## config.mk

```make
export PLATFORM = sky130hd
export DESIGN_NAME = sha1_message_digest_flat
export DESIGN_NICKNAME = d
export VERILOG_FILES = /design/src/sha1md_pkg.sv /design/src/sha1md_if.sv /design/src/sha1_message_digest.sv /design/src/sha1md_core.sv /design/src/flat_wrapper.sv
export SDC_FILE = /design/constraint.sdc
export NUM_CORES = 2
export LEC_CHECK = 0
export ABC_AREA = 1
export BUFFER_PORTS_ARGS = -buffer_cell sky130_fd_sc_hd__buf_2
export CAP_MARGIN = 20
export CORE_AREA = 4 4 357 359
export DETAILED_ROUTE_END_ITERATION = 10
export DIE_AREA = 0 0 361 363
export PLACE_DENSITY = 0.62
export SETUP_SLACK_MARGIN = 0.02
export SYNTH_ARGS = -nofsm -noshare
export SYNTH_HDL_FRONTEND = slang
export SYNTH_SLANG_ARGS = --single-unit
```

## constraint.sdc

```tcl
create_clock -name clk_i -period 13.9 [get_ports clk_i]
set_input_delay 1.39 -clock clk_i [delete_from_list [all_inputs] [get_ports clk_i]]
set_output_delay 1.39 -clock clk_i [all_outputs]
set_load 0.005 [all_outputs]
```

## src/sha1md_pkg.sv

```systemverilog
// Shared types, constants and round functions for the SHA-1 digest block.
package sha1md_pkg;

  typedef logic [31:0] word_t;
  typedef word_t [4:0] chain_t;

  localparam int unsigned NumRounds = 80;
  localparam int unsigned BlockWords = 16;
  localparam int unsigned RoundW = $clog2(NumRounds);
  localparam int unsigned PosW = $clog2(BlockWords);

  localparam word_t PadWord = 32'h8000_0000;

  localparam word_t K0 = 32'h5a82_7999;
  localparam word_t K1 = 32'h6ed9_eba1;
  localparam word_t K2 = 32'h8f1b_bcdc;
  localparam word_t K3 = 32'hca62_c1d6;

  localparam chain_t InitChain = {32'hc3d2_e1f0, 32'h1032_5476, 32'h98ba_dcfe,
                                  32'hefcd_ab89, 32'h6745_2301};

  // sequencer states
  typedef enum logic [2:0] {
    ST_IDLE,
    ST_PAD,
    ST_COMP,
    ST_ADD,
    ST_DONE
  } state_e;

  // control from the sequencer to the round unit
  typedef struct packed {
    logic  push;
    word_t push_word;
    logic  load;
    logic  step;
  } ctl_t;

  // round-dependent boolean function
  function automatic word_t round_f(logic [RoundW-1:0] r, word_t b, word_t c, word_t d);
    word_t f;
    if (r < RoundW'(20)) begin
      f = (b & c) | (~b & d);
    end else if (r < RoundW'(40)) begin
      f = b ^ c ^ d;
    end else if (r < RoundW'(60)) begin
      f = (b & c) | (b & d) | (c & d);
    end else begin
      f = b ^ c ^ d;
    end
    return f;
  endfunction

  // round-dependent additive constant
  function automatic word_t round_k(logic [RoundW-1:0] r);
    word_t k;
    if (r < RoundW'(20)) begin
      k = K0;
    end else if (r < RoundW'(40)) begin
      k = K1;
    end else if (r < RoundW'(60)) begin
      k = K2;
    end else begin
      k = K3;
    end
    return k;
  endfunction

endpackage

```

## src/sha1md_if.sv

```systemverilog
// Handshake channels of the SHA-1 digest block: message words in, digest out.
interface sha1md_msg_if;
  logic        valid;
  logic        ready;
  logic [31:0] message_word;
  logic [2:0]  valid_bytes;
  logic        last_item;

  modport source (output valid, output message_word, output valid_bytes,
                  output last_item, input ready);
  modport sink (input valid, input message_word, input valid_bytes,
                input last_item, output ready);
endinterface

interface sha1md_dig_if;
  logic        valid;
  logic        ready;
  logic [31:0] digest_h0;
  logic [31:0] digest_h1;
  logic [31:0] digest_h2;
  logic [31:0] digest_h3;
  logic [31:0] digest_h4;

  modport source (output valid, output digest_h0, output digest_h1, output digest_h2,
                  output digest_h3, output digest_h4, input ready);
  modport sink (input valid, input digest_h0, input digest_h1, input digest_h2,
                input digest_h3, input digest_h4, output ready);
endinterface

```

## src/sha1_message_digest.sv

```systemverilog
// SHA-1 digest of a word stream: padding sequencer, chaining state and result register.
//
//   channel  dir  payload                                   handshake
//   msg_i    in   message_word, valid_bytes, last_item      valid / ready
//   dig_o    out  digest_h0 .. digest_h4                    valid / ready
//
// Each accepted message word is pushed into the round unit; a block's 16th word starts
// its 80 rounds on the single round unit, then the chaining add. The last item is
// followed by padding pushes, one or two blocks, and the load of the result.
// ready is low from a block's 16th word until its chaining add is done, and during
// padding. The digest waits in an output register; the next message streams in
// meanwhile and stalls only when its own digest is due before the old one is taken.
// Reset loads the initial chaining words and clears length, position and counters.
module sha1_message_digest (
  input  logic         clk_i,
  input  logic         rst_ni,
  sha1md_msg_if.sink   msg_i,
  sha1md_dig_if.source dig_o
);
  import sha1md_pkg::*;

  state_e          state_q, state_d;
  chain_t          chain_q, chain_d;
  logic [63:0]     bitlen_q, bitlen_d;
  logic [PosW-1:0] pos_q, pos_d;
  logic            pad80_q, pad80_d;   // full last word: pad word still owed
  logic            lenhi_q, lenhi_d;   // upper length word already pushed
  logic            fin_q, fin_d;       // finishing a message
  logic            done_q, done_d;     // last block is in the round unit
  logic            out_valid_q, out_valid_d;
  logic            out_load;
  chain_t          digest_q;

  ctl_t            ctl;
  chain_t          work;
  logic            last_round;

  sha1md_core u_core (
    .clk_i       (clk_i),
    .rst_ni      (rst_ni),
    .ctl_i       (ctl),
    .chain_i     (chain_q),
    .work_o      (work),
    .last_round_o(last_round)
  );

  // sequencer
  always_comb begin
    logic [2:0] nb;
    word_t      mask;
    word_t      pad;
    state_d     = state_q;
    chain_d     = chain_q;
    bitlen_d    = bitlen_q;
    pos_d       = pos_q;
    pad80_d     = pad80_q;
    lenhi_d     = lenhi_q;
    fin_d       = fin_q;
    done_d      = done_q;
    out_load    = 1'b0;
    ctl         = '0;
    msg_i.ready = 1'b0;
    nb          = (msg_i.valid_bytes > 3'd4) ? 3'd4 : msg_i.valid_bytes;
    mask        = '0;
    pad         = PadWord;

    unique case (nb)
      3'd1: begin
        mask = 32'hff00_0000;
        pad  = 32'h0080_0000;
      end
      3'd2: begin
        mask = 32'hffff_0000;
        pad  = 32'h0000_8000;
      end
      3'd3: begin
        mask = 32'hffff_ff00;
        pad  = 32'h0000_0080;
      end
      default: begin
        mask = '0;
        pad  = PadWord;
      end
    endcase

    unique case (state_q)
      ST_IDLE: begin
        msg_i.ready = 1'b1;
        if (msg_i.valid) begin
          ctl.push = 1'b1;
          pos_d    = pos_q + PosW'(1);
          fin_d    = msg_i.last_item;
          if (!msg_i.last_item) begin
            bitlen_d      = bitlen_q + 64'd32;
            ctl.push_word = msg_i.message_word;
          end else begin
            bitlen_d = bitlen_q + {58'd0, nb, 3'd0};
            if (nb == 3'd4) begin
              ctl.push_word = msg_i.message_word;
              pad80_d       = 1'b1;
            end else begin
              ctl.push_word = (msg_i.message_word & mask) | pad;
            end
          end
          if (pos_q == PosW'(BlockWords - 1)) begin
            ctl.load = 1'b1;
            state_d  = ST_COMP;
          end else if (msg_i.last_item) begin
            state_d = ST_PAD;
          end
        end
      end

      ST_PAD: begin
        ctl.push = 1'b1;
        pos_d    = pos_q + PosW'(1);
        if (pad80_q) begin
          ctl.push_word = PadWord;
          pad80_d       = 1'b0;
        end else if (pos_q == PosW'(BlockWords - 2)) begin
          ctl.push_word = bitlen_q[63:32];
          lenhi_d       = 1'b1;
        end else if (pos_q == PosW'(BlockWords - 1) && lenhi_q) begin
          ctl.push_word = bitlen_q[31:0];
          done_d        = 1'b1;
        end else begin
          ctl.push_word = '0;
        end
        if (pos_q == PosW'(BlockWords - 1)) begin
          ctl.load = 1'b1;
          state_d  = ST_COMP;
        end
      end

      ST_COMP: begin
        ctl.step = 1'b1;
        if (last_round) begin
          state_d = ST_ADD;
        end
      end

      ST_ADD: begin
        for (int i = 0; i < 5; i++) begin
          chain_d[i] = chain_q[i] + work[i];
        end
        if (done_q) begin
          state_d = ST_DONE;
        end else if (fin_q) begin
          state_d = ST_PAD;
        end else begin
          state_d = ST_IDLE;
        end
      end

      ST_DONE: begin
        if (!out_valid_q || dig_o.ready) begin
          out_load = 1'b1;
          chain_d  = InitChain;
          bitlen_d = '0;
          pad80_d  = 1'b0;
          lenhi_d  = 1'b0;
          fin_d    = 1'b0;
          done_d   = 1'b0;
          state_d  = ST_IDLE;
        end
      end

      default: begin
        state_d = ST_IDLE;
      end
    endcase
  end

  // result register handshake
  always_comb begin
    out_valid_d = out_valid_q;
    if (dig_o.ready) begin
      out_valid_d = 1'b0;
    end
    if (out_load) begin
      out_valid_d = 1'b1;
    end
  end

  always_ff @(posedge clk_i or negedge rst_ni) begin
    if (!rst_ni) begin
      state_q     <= ST_IDLE;
      chain_q     <= InitChain;
      bitlen_q    <= '0;
      pos_q       <= '0;
      pad80_q     <= 1'b0;
      lenhi_q     <= 1'b0;
      fin_q       <= 1'b0;
      done_q      <= 1'b0;
      out_valid_q <= 1'b0;
    end else begin
      state_q     <= state_d;
      chain_q     <= chain_d;
      bitlen_q    <= bitlen_d;
      pos_q       <= pos_d;
      pad80_q     <= pad80_d;
      lenhi_q     <= lenhi_d;
      fin_q       <= fin_d;
      done_q      <= done_d;
      out_valid_q <= out_valid_d;
    end
  end

  // digest payload
  always_ff @(posedge clk_i) begin
    if (out_load) begin
      digest_q <= chain_q;
    end
  end

  assign dig_o.valid     = out_valid_q;
  assign dig_o.digest_h0 = digest_q[0];
  assign dig_o.digest_h1 = digest_q[1];
  assign dig_o.digest_h2 = digest_q[2];
  assign dig_o.digest_h3 = digest_q[3];
  assign dig_o.digest_h4 = digest_q[4];

endmodule

```

## src/sha1md_core.sv

```systemverilog
// SHA-1 round unit: message schedule window, working variables, one round per cycle.
module sha1md_core (
  input  logic              clk_i,
  input  logic              rst_ni,
  input  sha1md_pkg::ctl_t   ctl_i,
  input  sha1md_pkg::chain_t chain_i,
  output sha1md_pkg::chain_t work_o,
  output logic              last_round_o
);
  import sha1md_pkg::*;

  // win_q[0] is the oldest schedule word; new words enter at the top
  word_t             win_q [BlockWords];
  chain_t            work_q;
  logic [RoundW-1:0] round_q;

  word_t  sched_x;
  word_t  t_sum;
  word_t  a, b, c, d, e;

  assign a = work_q[0];
  assign b = work_q[1];
  assign c = work_q[2];
  assign d = work_q[3];
  assign e = work_q[4];

  // schedule word: first 16 rounds replay the block, later ones expand it
  always_comb begin
    word_t mix;
    mix = win_q[13] ^ win_q[8] ^ win_q[2] ^ win_q[0];
    if (round_q < RoundW'(BlockWords)) begin
      sched_x = win_q[0];
    end else begin
      sched_x = {mix[30:0], mix[31]};
    end
  end

  assign t_sum = {a[26:0], a[31:27]} + round_f(round_q, b, c, d) + e
                 + round_k(round_q) + sched_x;

  // schedule window: shifts on every pushed word and every round
  always_ff @(posedge clk_i) begin
    if (ctl_i.push || ctl_i.step) begin
      for (int i = 0; i < BlockWords - 1; i++) begin
        win_q[i] <= win_q[i+1];
      end
      win_q[BlockWords-1] <= ctl_i.push ? ctl_i.push_word : sched_x;
    end
  end

  // working variables
  always_ff @(posedge clk_i) begin
    if (ctl_i.load) begin
      work_q <= chain_i;
    end else if (ctl_i.step) begin
      work_q[4] <= d;
      work_q[3] <= c;
      work_q[2] <= {b[1:0], b[31:2]};
      work_q[1] <= a;
      work_q[0] <= t_sum;
    end
  end

  // round counter
  always_ff @(posedge clk_i or negedge rst_ni) begin
    if (!rst_ni) begin
      round_q <= '0;
    end else if (ctl_i.load) begin
      round_q <= '0;
    end else if (ctl_i.step) begin
      round_q <= round_q + RoundW'(1);
    end
  end

  assign work_o       = work_q;
  assign last_round_o = (round_q == RoundW'(NumRounds - 1));

endmodule
```

## src/flat_wrapper.sv

```systemverilog
// flat-port wrapper written by rule: the top's interface ports become plain ports
module sha1_message_digest_flat import sha1md_pkg::*;
  (clk_i, rst_ni, msg_i_valid, msg_i_message_word, msg_i_valid_bytes, msg_i_last_item, msg_i_ready, dig_o_valid, dig_o_digest_h0, dig_o_digest_h1, dig_o_digest_h2, dig_o_digest_h3, dig_o_digest_h4, dig_o_ready);
  sha1md_msg_if msg_i_i ();
  sha1md_dig_if dig_o_i ();
  input  logic clk_i;
  input  logic rst_ni;
  input wire logic [$bits(msg_i_i.valid)-1:0] msg_i_valid;
  input wire logic [$bits(msg_i_i.message_word)-1:0] msg_i_message_word;
  input wire logic [$bits(msg_i_i.valid_bytes)-1:0] msg_i_valid_bytes;
  input wire logic [$bits(msg_i_i.last_item)-1:0] msg_i_last_item;
  output wire logic [$bits(msg_i_i.ready)-1:0] msg_i_ready;
  output wire logic [$bits(dig_o_i.valid)-1:0] dig_o_valid;
  output wire logic [$bits(dig_o_i.digest_h0)-1:0] dig_o_digest_h0;
  output wire logic [$bits(dig_o_i.digest_h1)-1:0] dig_o_digest_h1;
  output wire logic [$bits(dig_o_i.digest_h2)-1:0] dig_o_digest_h2;
  output wire logic [$bits(dig_o_i.digest_h3)-1:0] dig_o_digest_h3;
  output wire logic [$bits(dig_o_i.digest_h4)-1:0] dig_o_digest_h4;
  input wire logic [$bits(dig_o_i.ready)-1:0] dig_o_ready;
  assign msg_i_i.valid = msg_i_valid;
  assign msg_i_i.message_word = msg_i_message_word;
  assign msg_i_i.valid_bytes = msg_i_valid_bytes;
  assign msg_i_i.last_item = msg_i_last_item;
  assign msg_i_ready = msg_i_i.ready;
  assign dig_o_valid = dig_o_i.valid;
  assign dig_o_digest_h0 = dig_o_i.digest_h0;
  assign dig_o_digest_h1 = dig_o_i.digest_h1;
  assign dig_o_digest_h2 = dig_o_i.digest_h2;
  assign dig_o_digest_h3 = dig_o_i.digest_h3;
  assign dig_o_digest_h4 = dig_o_i.digest_h4;
  assign dig_o_i.ready = dig_o_ready;
  sha1_message_digest u_core (.clk_i(clk_i), .rst_ni(rst_ni), .msg_i(msg_i_i), .dig_o(dig_o_i));
endmodule
```

==> Yosys cells after proc, flatten, opt, wreduce, memory -nomap -nowiden <==
Memories as Yosys holds them, arrays and structs flattened.
Cells that the tools add are included.
{ "totals": {"reg_bits": 563, "wordCells": 161, "latchBits": 0, "rom_bits": 0, "n_memories": 1, "ram_bits": 512} }
{ "mem_list": {"columns": ["name", "depth", "word_bits", "rd", "rd_clocked_by_memory_dff", "write_ports", "line_no", "rtl"], "rows": [
  ["u_core.u_core.win_q", 16, 32, 16, 0, 16, "sha1md_core.sv:13", "word_t win_q [BlockWords];"]
]} }
{ "op_classes": {"n_addsub": 13, "bitwise_logic": 15, "muxes": 62, "n_lt_le_gt_ge": 5, "div": 0, "n_mul": 0, "eq_ne": 22, "n_shift": 0, "n_reduce_logical": 19} }
{ "op_table": {"columns": ["operator", "count"], "rows": [
  ["two-way mux 160 bit", 3],
  ["two-way mux 32 bit", 12],
  ["case mux 160 bit (2 select lines)", 1],
  ["adder 32 bit", 9],
  ["two-way mux 64 bit", 3],
  ["case mux 32 bit (3 select lines)", 2],
  ["AND 32 bit", 5],
  ["bitwise XOR 32 bit", 5],
  ["OR 32 bit", 4],
  ["case mux 64 bit (2 select lines)", 1],
  ["case mux 34 bit (2 select lines)", 1],
  ["adder 64 x 6 -> 64 bit", 1],
  ["adder 64 x 6 -> 64 bit, second input constant", 1],
  ["two-way mux 34 bit", 1],
  ["NOT 32 bit", 1],
  ["two-way mux 31 bit", 1],
  ["two-way mux 3 bit", 8],
  ["two-way mux 1 bit", 20],
  ["case mux 3 bit (5 select lines)", 1],
  ["AND reduction 5 bit", 3],
  ["less-than comparator 7 x 5 -> 1 bit, second input constant", 2],
  ["less-than comparator 7 x 6 -> 1 bit, second input constant", 2],
  ["two-way mux 7 bit", 2],
  ["inequality test 2 bit, second input constant", 7],
  ["other kinds (23)", 40]
]} }

==> Depth between registers and ports, before layout <==
{ "logic_depth": {"depth_word": 13, "mapped_depth": 26, "depth_no_buf": 25} }

==> By module <==
From an unflattened synthesis, not the netlist that was laid out.
{ "unflattened": {"hier_cells": 6339, "area_unflattened_um2": 57686.6} }
{ "by_module_without_submodules": {"columns": ["module", "area_each_um2", "cells_per_inst", "n_inst", "seq_area_each_um2"], "rows": [
  ["sha1md_core", 29748.5, 2263, 1, 20354.5],
  ["sha1_message_digest", 27938.0, 4076, 1, 10735.3]
]} }

==> Worst setup path after synthesis <==
Ideal clock, no wire load.
{ "synth_path": {"path_type": "in2reg", "from": "input port msg_i_valid", "to": "memory u_core.u_core.win_q[0][0] in the netlist's numbering, enable pin", "t_required_ns": 10.222, "arrival_time_ns": 10.483, "setup_slack_ns": -0.261, "path_buffers": 2, "stages": 6, "cell_sequence": "inv_1 > nor2_8 > nor2_4 > buf_2 > buf_1 > nand2_1"} }
{ "synth_rtl": {"columns": ["element", "line_no", "rtl"], "rows": [
  ["start, declared", "flat_wrapper.sv:8", "input wire logic [$bits(msg_i_i.valid)-1:0] msg_i_valid;"],
  ["end, declared", "sha1md_core.sv:13", null]
]} }

==> Worst setup path after layout <==
{ "layout_path": {"from": "register u_core.u_core.round_q[4]", "to": "register u_core.u_core.work_q, in the netlist u_core.u_core.a[17] (data pin)"} }
{ "layout_via": {"elab_chain_cells": 10} }
{ "layout_rtl": {"columns": ["element", "line_no", "rtl"], "rows": [
  ["start, declared", "sha1md_core.sv:15", "logic [RoundW-1:0] round_q;"],
  ["start signal, assigned", "sha1md_core.sv:71", "round_q <= round_q + RoundW'(1);"],
  ["less-than comparator 7 x 6 -> 1 bit", "sha1md_pkg.sv:46, sha1md_pkg.sv:61", null],
  ["two-way mux 32 bit", "sha1md_pkg.sv:46", "end else if (r < RoundW'(60)) begin"],
  ["two-way mux 32 bit", "sha1md_pkg.sv:44", "end else if (r < RoundW'(40)) begin"],
  ["two-way mux 32 bit", "sha1md_pkg.sv:42", "if (r < RoundW'(20)) begin"],
  ["adder 32 bit (2 in series)", "sha1md_core.sv:38", "assign t_sum = {a[26:0], a[31:27]} + round_f(round_q, b, c, d) + e"],
  ["adder 32 bit", "sha1md_core.sv:39", "+ round_k(round_q) + sched_x;"],
  ["adder 32 bit (*)", "sha1md_core.sv:39", null],
  ["two-way mux 160 bit (*)", "sha1md_core.sv:55", "end else if (ctl_i.step) begin"],
  ["two-way mux 160 bit (*)", "sha1md_core.sv:53", "if (ctl_i.load) begin"],
  ["end signal, assigned", "sha1md_core.sv:54", "work_q <= chain_i;"],
  ["end, declared", "sha1md_core.sv:14", "chain_t work_q;"]
]} }
Every way passes the cells marked *; elsewhere a longest branch is shown, timed or not. The select of a mux whose other input is x is not followed.
A chain may end at the register's enable or synchronous reset.

==> flow_summary_export.csv <==
group,metric,value,unit
routing,finalWirelength,178000,µm
timing,setup_viol,0,
floorplanning,die_h,363,µm
placed_design,dp_slack,8.29,ns
floorplanning,start_util,44.8,%
routing,viasPerCell,5.58,
yosys,synth_area,55500,µm²
yosys,postSynthCellCount,5571,
placed_design,port_buffers,201,
clocking,postCtsResizedCells,0,
critical_path,cp_max_fo,28,
clocking,clk_path_buf_depth,3,
min_path,hp-class,"reg2reg",
clocking,clk_root_buffer_cell,"clkbuf_16",
timing,final.setup.worst_slack,8.18,ns
yosys,synthFlopType,"edfxtp_1",
floorplanning,die-area,131000,µm²
yosys,synth_nets,5936,
layout,syn2layout_area_growth,12.5,%
clocking,cts_max_level,3,
layout,seqCellArea,31100,µm²
clocking,postCtsHoldBufs,0,
critical_path,cp.arrival,6.21,ns
routing,vias,42100,
global_route,grt_pass1_vias,39700,
routing,drc,0,
timing,fin_crit_sh,41.2,%
timing,hold_viol_final,0,
timing,min_period,5.72,ns
yosys,synth_sequential_area_ratio,56.0,%
clocking,post_cts_buffers,0,
timing,fin_skew,0.0503,ns
yosys,synth_edf_count,832,
routing,wl_per_cell,23.6,µm
global_route,grt_usage,26.8,%
timing,finalHoldWorstSlack,0.406,ns
routing,drt-pass1-iter-count,6,
layout,num-fill-cells,11400,
status,status,"completed",
layout,multi_input_area,21300,µm²
routing,first_iter_violations,4807,
placed_design,dp.cells,7326,
layout,fin_cells,7541,
layout,reg_top3,"u_core.u_core.win_q: 512 flops, u_core.chain_q: 160 flops, u_core.bitlen_q: 61 flops",
layout,largest_register_ffs,512,
global_route,grt_max_degree,123,
timing,grt_setup_unrepaired,"no",
placed_design,globalplace.congestion,0.993,
floorplanning,chipWidth,361,µm
clocking,clkSinkCount,1072,
global_route,antenna_found_initial,1,
timing,tightest_slew,1.09,ns
yosys,synth_cell_type_count,58,
yosys,synth_area_per_cell,9.96,µm²
timing,maxSlewHeadroom,26.6,%
global_route,overflow,0,
placed_design,hpwl,136000,µm
timing,max_freq,175,MHz
timing,tns,0,ns
job,cap_violations,0,
critical_path,cp-end-kind,"register",
floorplanning,num_rows,129,
yosys,ys_ff_latch,1072,
routing,ant_nets,0,
yosys,ys_warn_count,0,
clocking,clk_pin_slew,0.07,ns
critical_path,worstSetupPathType,"reg2reg",
layout,nets,6172,
yosys,async_reset_ff_share,22.4,%
critical_path,worstPathRequired,14.38,ns
floorplanning,io_pins,202,
clocking,cts_buffers,113,
floorplanning,core_area,124000,µm²
layout,layout-drive-gt1-share,9.27,%
global_route,grt_pass1_wl,262000,µm
clocking,cts_tree,"built",
layout,regMostFlops,"u_core.u_core.win_q",
timing,drv_slew,0,
clocking,clock_latency,0.75,ns
critical_path,setup.worst_path.start_class,"register",
[cell usage after synthesis, types with 5 or more instances]
| library cell | count | area [µm²] |
|---|---|---|
| nand4_1 | 82 | 513 |
| nor4_1 | 20 | 125 |
| dfstp_2 | 80 | 2100 |
| inv_1 | 692 | 2600 |
| nor2_4 | 5 | 56.3 |
| o211ai_1 | 38 | 285 |
| xnor2_1 | 111 | 972 |
| nor2_1 | 403 | 1510 |
| nand3_1 | 325 | 1630 |
| buf_4 | 6 | 45.0 |
| nand2_1 | 1216 | 4560 |
| nand3b_1 | 17 | 128 |
| a31oi_1 | 16 | 100 |
| a21o_1 | 33 | 248 |
| nor2_2 | 9 | 56.3 |
| fa_1 | 126 | 2520 |
| o21ai_0 | 430 | 2150 |
| dfrtp_1 | 160 | 4000 |
| nor3b_1 | 5 | 37.5 |
| xor2_1 | 40 | 350 |
| clkbuf_1 | 49 | 184 |
| o21bai_1 | 22 | 165 |
| edfxtp_1 | 832 | 25000 |
| buf_1 | 8 | 30.0 |
| a21oi_1 | 350 | 1750 |
| a22oi_1 | 7 | 52.6 |
| o21a_1 | 19 | 143 |
| nor3_1 | 74 | 370 |
| inv_2 | 7 | 26.3 |
| and2_1 | 6 | 37.5 |
| ha_1 | 199 | 2490 |
| o221ai_1 | 9 | 78.8 |
| a21boi_0 | 11 | 82.6 |
| or2_2 | 16 | 100 |
| o22ai_1 | 50 | 313 |
| and3_1 | 7 | 43.8 |
| buf_2 | 47 | 235 |
[final cells by class]
cell class                 instances  area share, %
inverter                         701           4.22
timing repair buffer             231           2.07
sequential                      1072           49.8
tap                             1637           3.28
clock inverter                    74           1.73
multi-input combinational       3688           34.2
antenna                            1        0.00401
clock buffer                     137           4.75
[routing by layer]
| layer | vias up | GRT usage (%) | share of wire (%) |
|---|---|---|---|
| li1 | 19600 | - | - |
| met1 | 20600 | 40.9 | 46 |
| met2 | 1733 | 39.5 | 43 |
| met3 | 248 | 4.17 | 8.3 |
| met4 | 0 | 8.33 | 3.1 |
| met5 | - | 0 | 0 |
[logic make-up (layout without fill, tap and decap cells)]
group | after synthesis | in the layout | share of synthesized area, %
AOI/OAI and AO/OA | 1009 | 1009 | 10.0
xor gates and xnor gates | 151 | 151 | 2.38
adders and majority gates | 325 | 325 | 9.03
buffers and inverters | 811 | 1143 | 5.64
DFF | 1072 | 1072 | 56.0
other | 0 | 1 | 0
and+or+nand+nor | 2203 | 2203 | 16.9
[critical path, stage by stage (launching register included)]
cell	delay [ns]
dfrtp_1	0.46
nand2_1	0.10
nand3_1	0.24
inv_1	0.35
nand2_1	0.24
nand2_2	0.54
clkinv_1	0.43
o221ai_1	0.42
fa_1	0.53
fa_1	0.53
inv_1	0.05
ha_1	0.35
a21oi_1	0.22
o21ai_0	0.14
nand2_1	0.11
nand3_1	0.16
a21oi_1	0.23
nor2_1	0.05
o21ai_0	0.19
nand2_1	0.08
[worst paths after layout]
kind / slack, ns / startpoint / to / cells past startpoint
worst max-delay path: 8.18 / u_core.u_core.round_q[4]$_DFFE_PN0P_ / u_core.u_core.a[17]$_DFFE_PP_ / 19
worst min-delay path: 0.41 / u_core.u_core.win_q[0][34]$_DFFE_PP_ / u_core.u_core.win_q[0][2]$_DFFE_PP_ / 0
worst max register to register: 8.18 / u_core.u_core.round_q[4]$_DFFE_PN0P_ / u_core.u_core.a[17]$_DFFE_PP_ / 19
worst min register to register: 0.41 / u_core.u_core.win_q[0][34]$_DFFE_PP_ / u_core.u_core.win_q[0][2]$_DFFE_PP_ / 0
max in group asynchronous: 11.79 / rst_ni / u_core.chain_q[73]$_DFFE_PN0P_ / 2
min in group asynchronous: 0.70 / rst_ni / u_core.chain_q[114]$_DFFE_PN0P_ / 1
[layout by cell type, fill, tap and decap left out, drive strengths merged, types with 10 or more instances in the layout]
| master | netlist | final |
|---|---|---|
| a21boi | 11 | 11 |
| a21o | 33 | 33 |
| a21oi | 350 | 350 |
| a31oi | 16 | 16 |
| buf | 61 | 230 |
| bufinv | 0 | 21 |
| clkbuf | 49 | 138 |
| clkinv | 1 | 42 |
| clkinvlp | 0 | 10 |
| dfrtp | 160 | 160 |
| dfstp | 80 | 80 |
| edfxtp | 832 | 832 |
| fa | 126 | 126 |
| ha | 199 | 199 |
| inv | 700 | 702 |
| nand2 | 1222 | 1222 |
| nand3 | 326 | 326 |
| nand3b | 17 | 17 |
| nand4 | 83 | 83 |
| nor2 | 420 | 420 |
| nor3 | 76 | 76 |
| nor4 | 20 | 20 |
| o211ai | 38 | 38 |
| o21a | 19 | 19 |
| o21ai | 434 | 434 |
| o21bai | 22 | 22 |
| o22ai | 50 | 50 |
| or2 | 16 | 16 |
| xnor2 | 111 | 111 |
| xor2 | 40 | 40 |
[through the flow]
step / utilization [%] / instance area [µm²]
6_report: 50.4 / 62400
5_1_grt: 50.4 / 62400
4_1_cts: 50.4 / 62400
3_5_place_dp: 47.1 / 58300
3_3_place_gp: 47.1 / 58300
2_1_floorplan: - / 55500
Power is not shown: default switching activity piles up to over one toggle a cycle in this logic, so the estimate is an artifact.
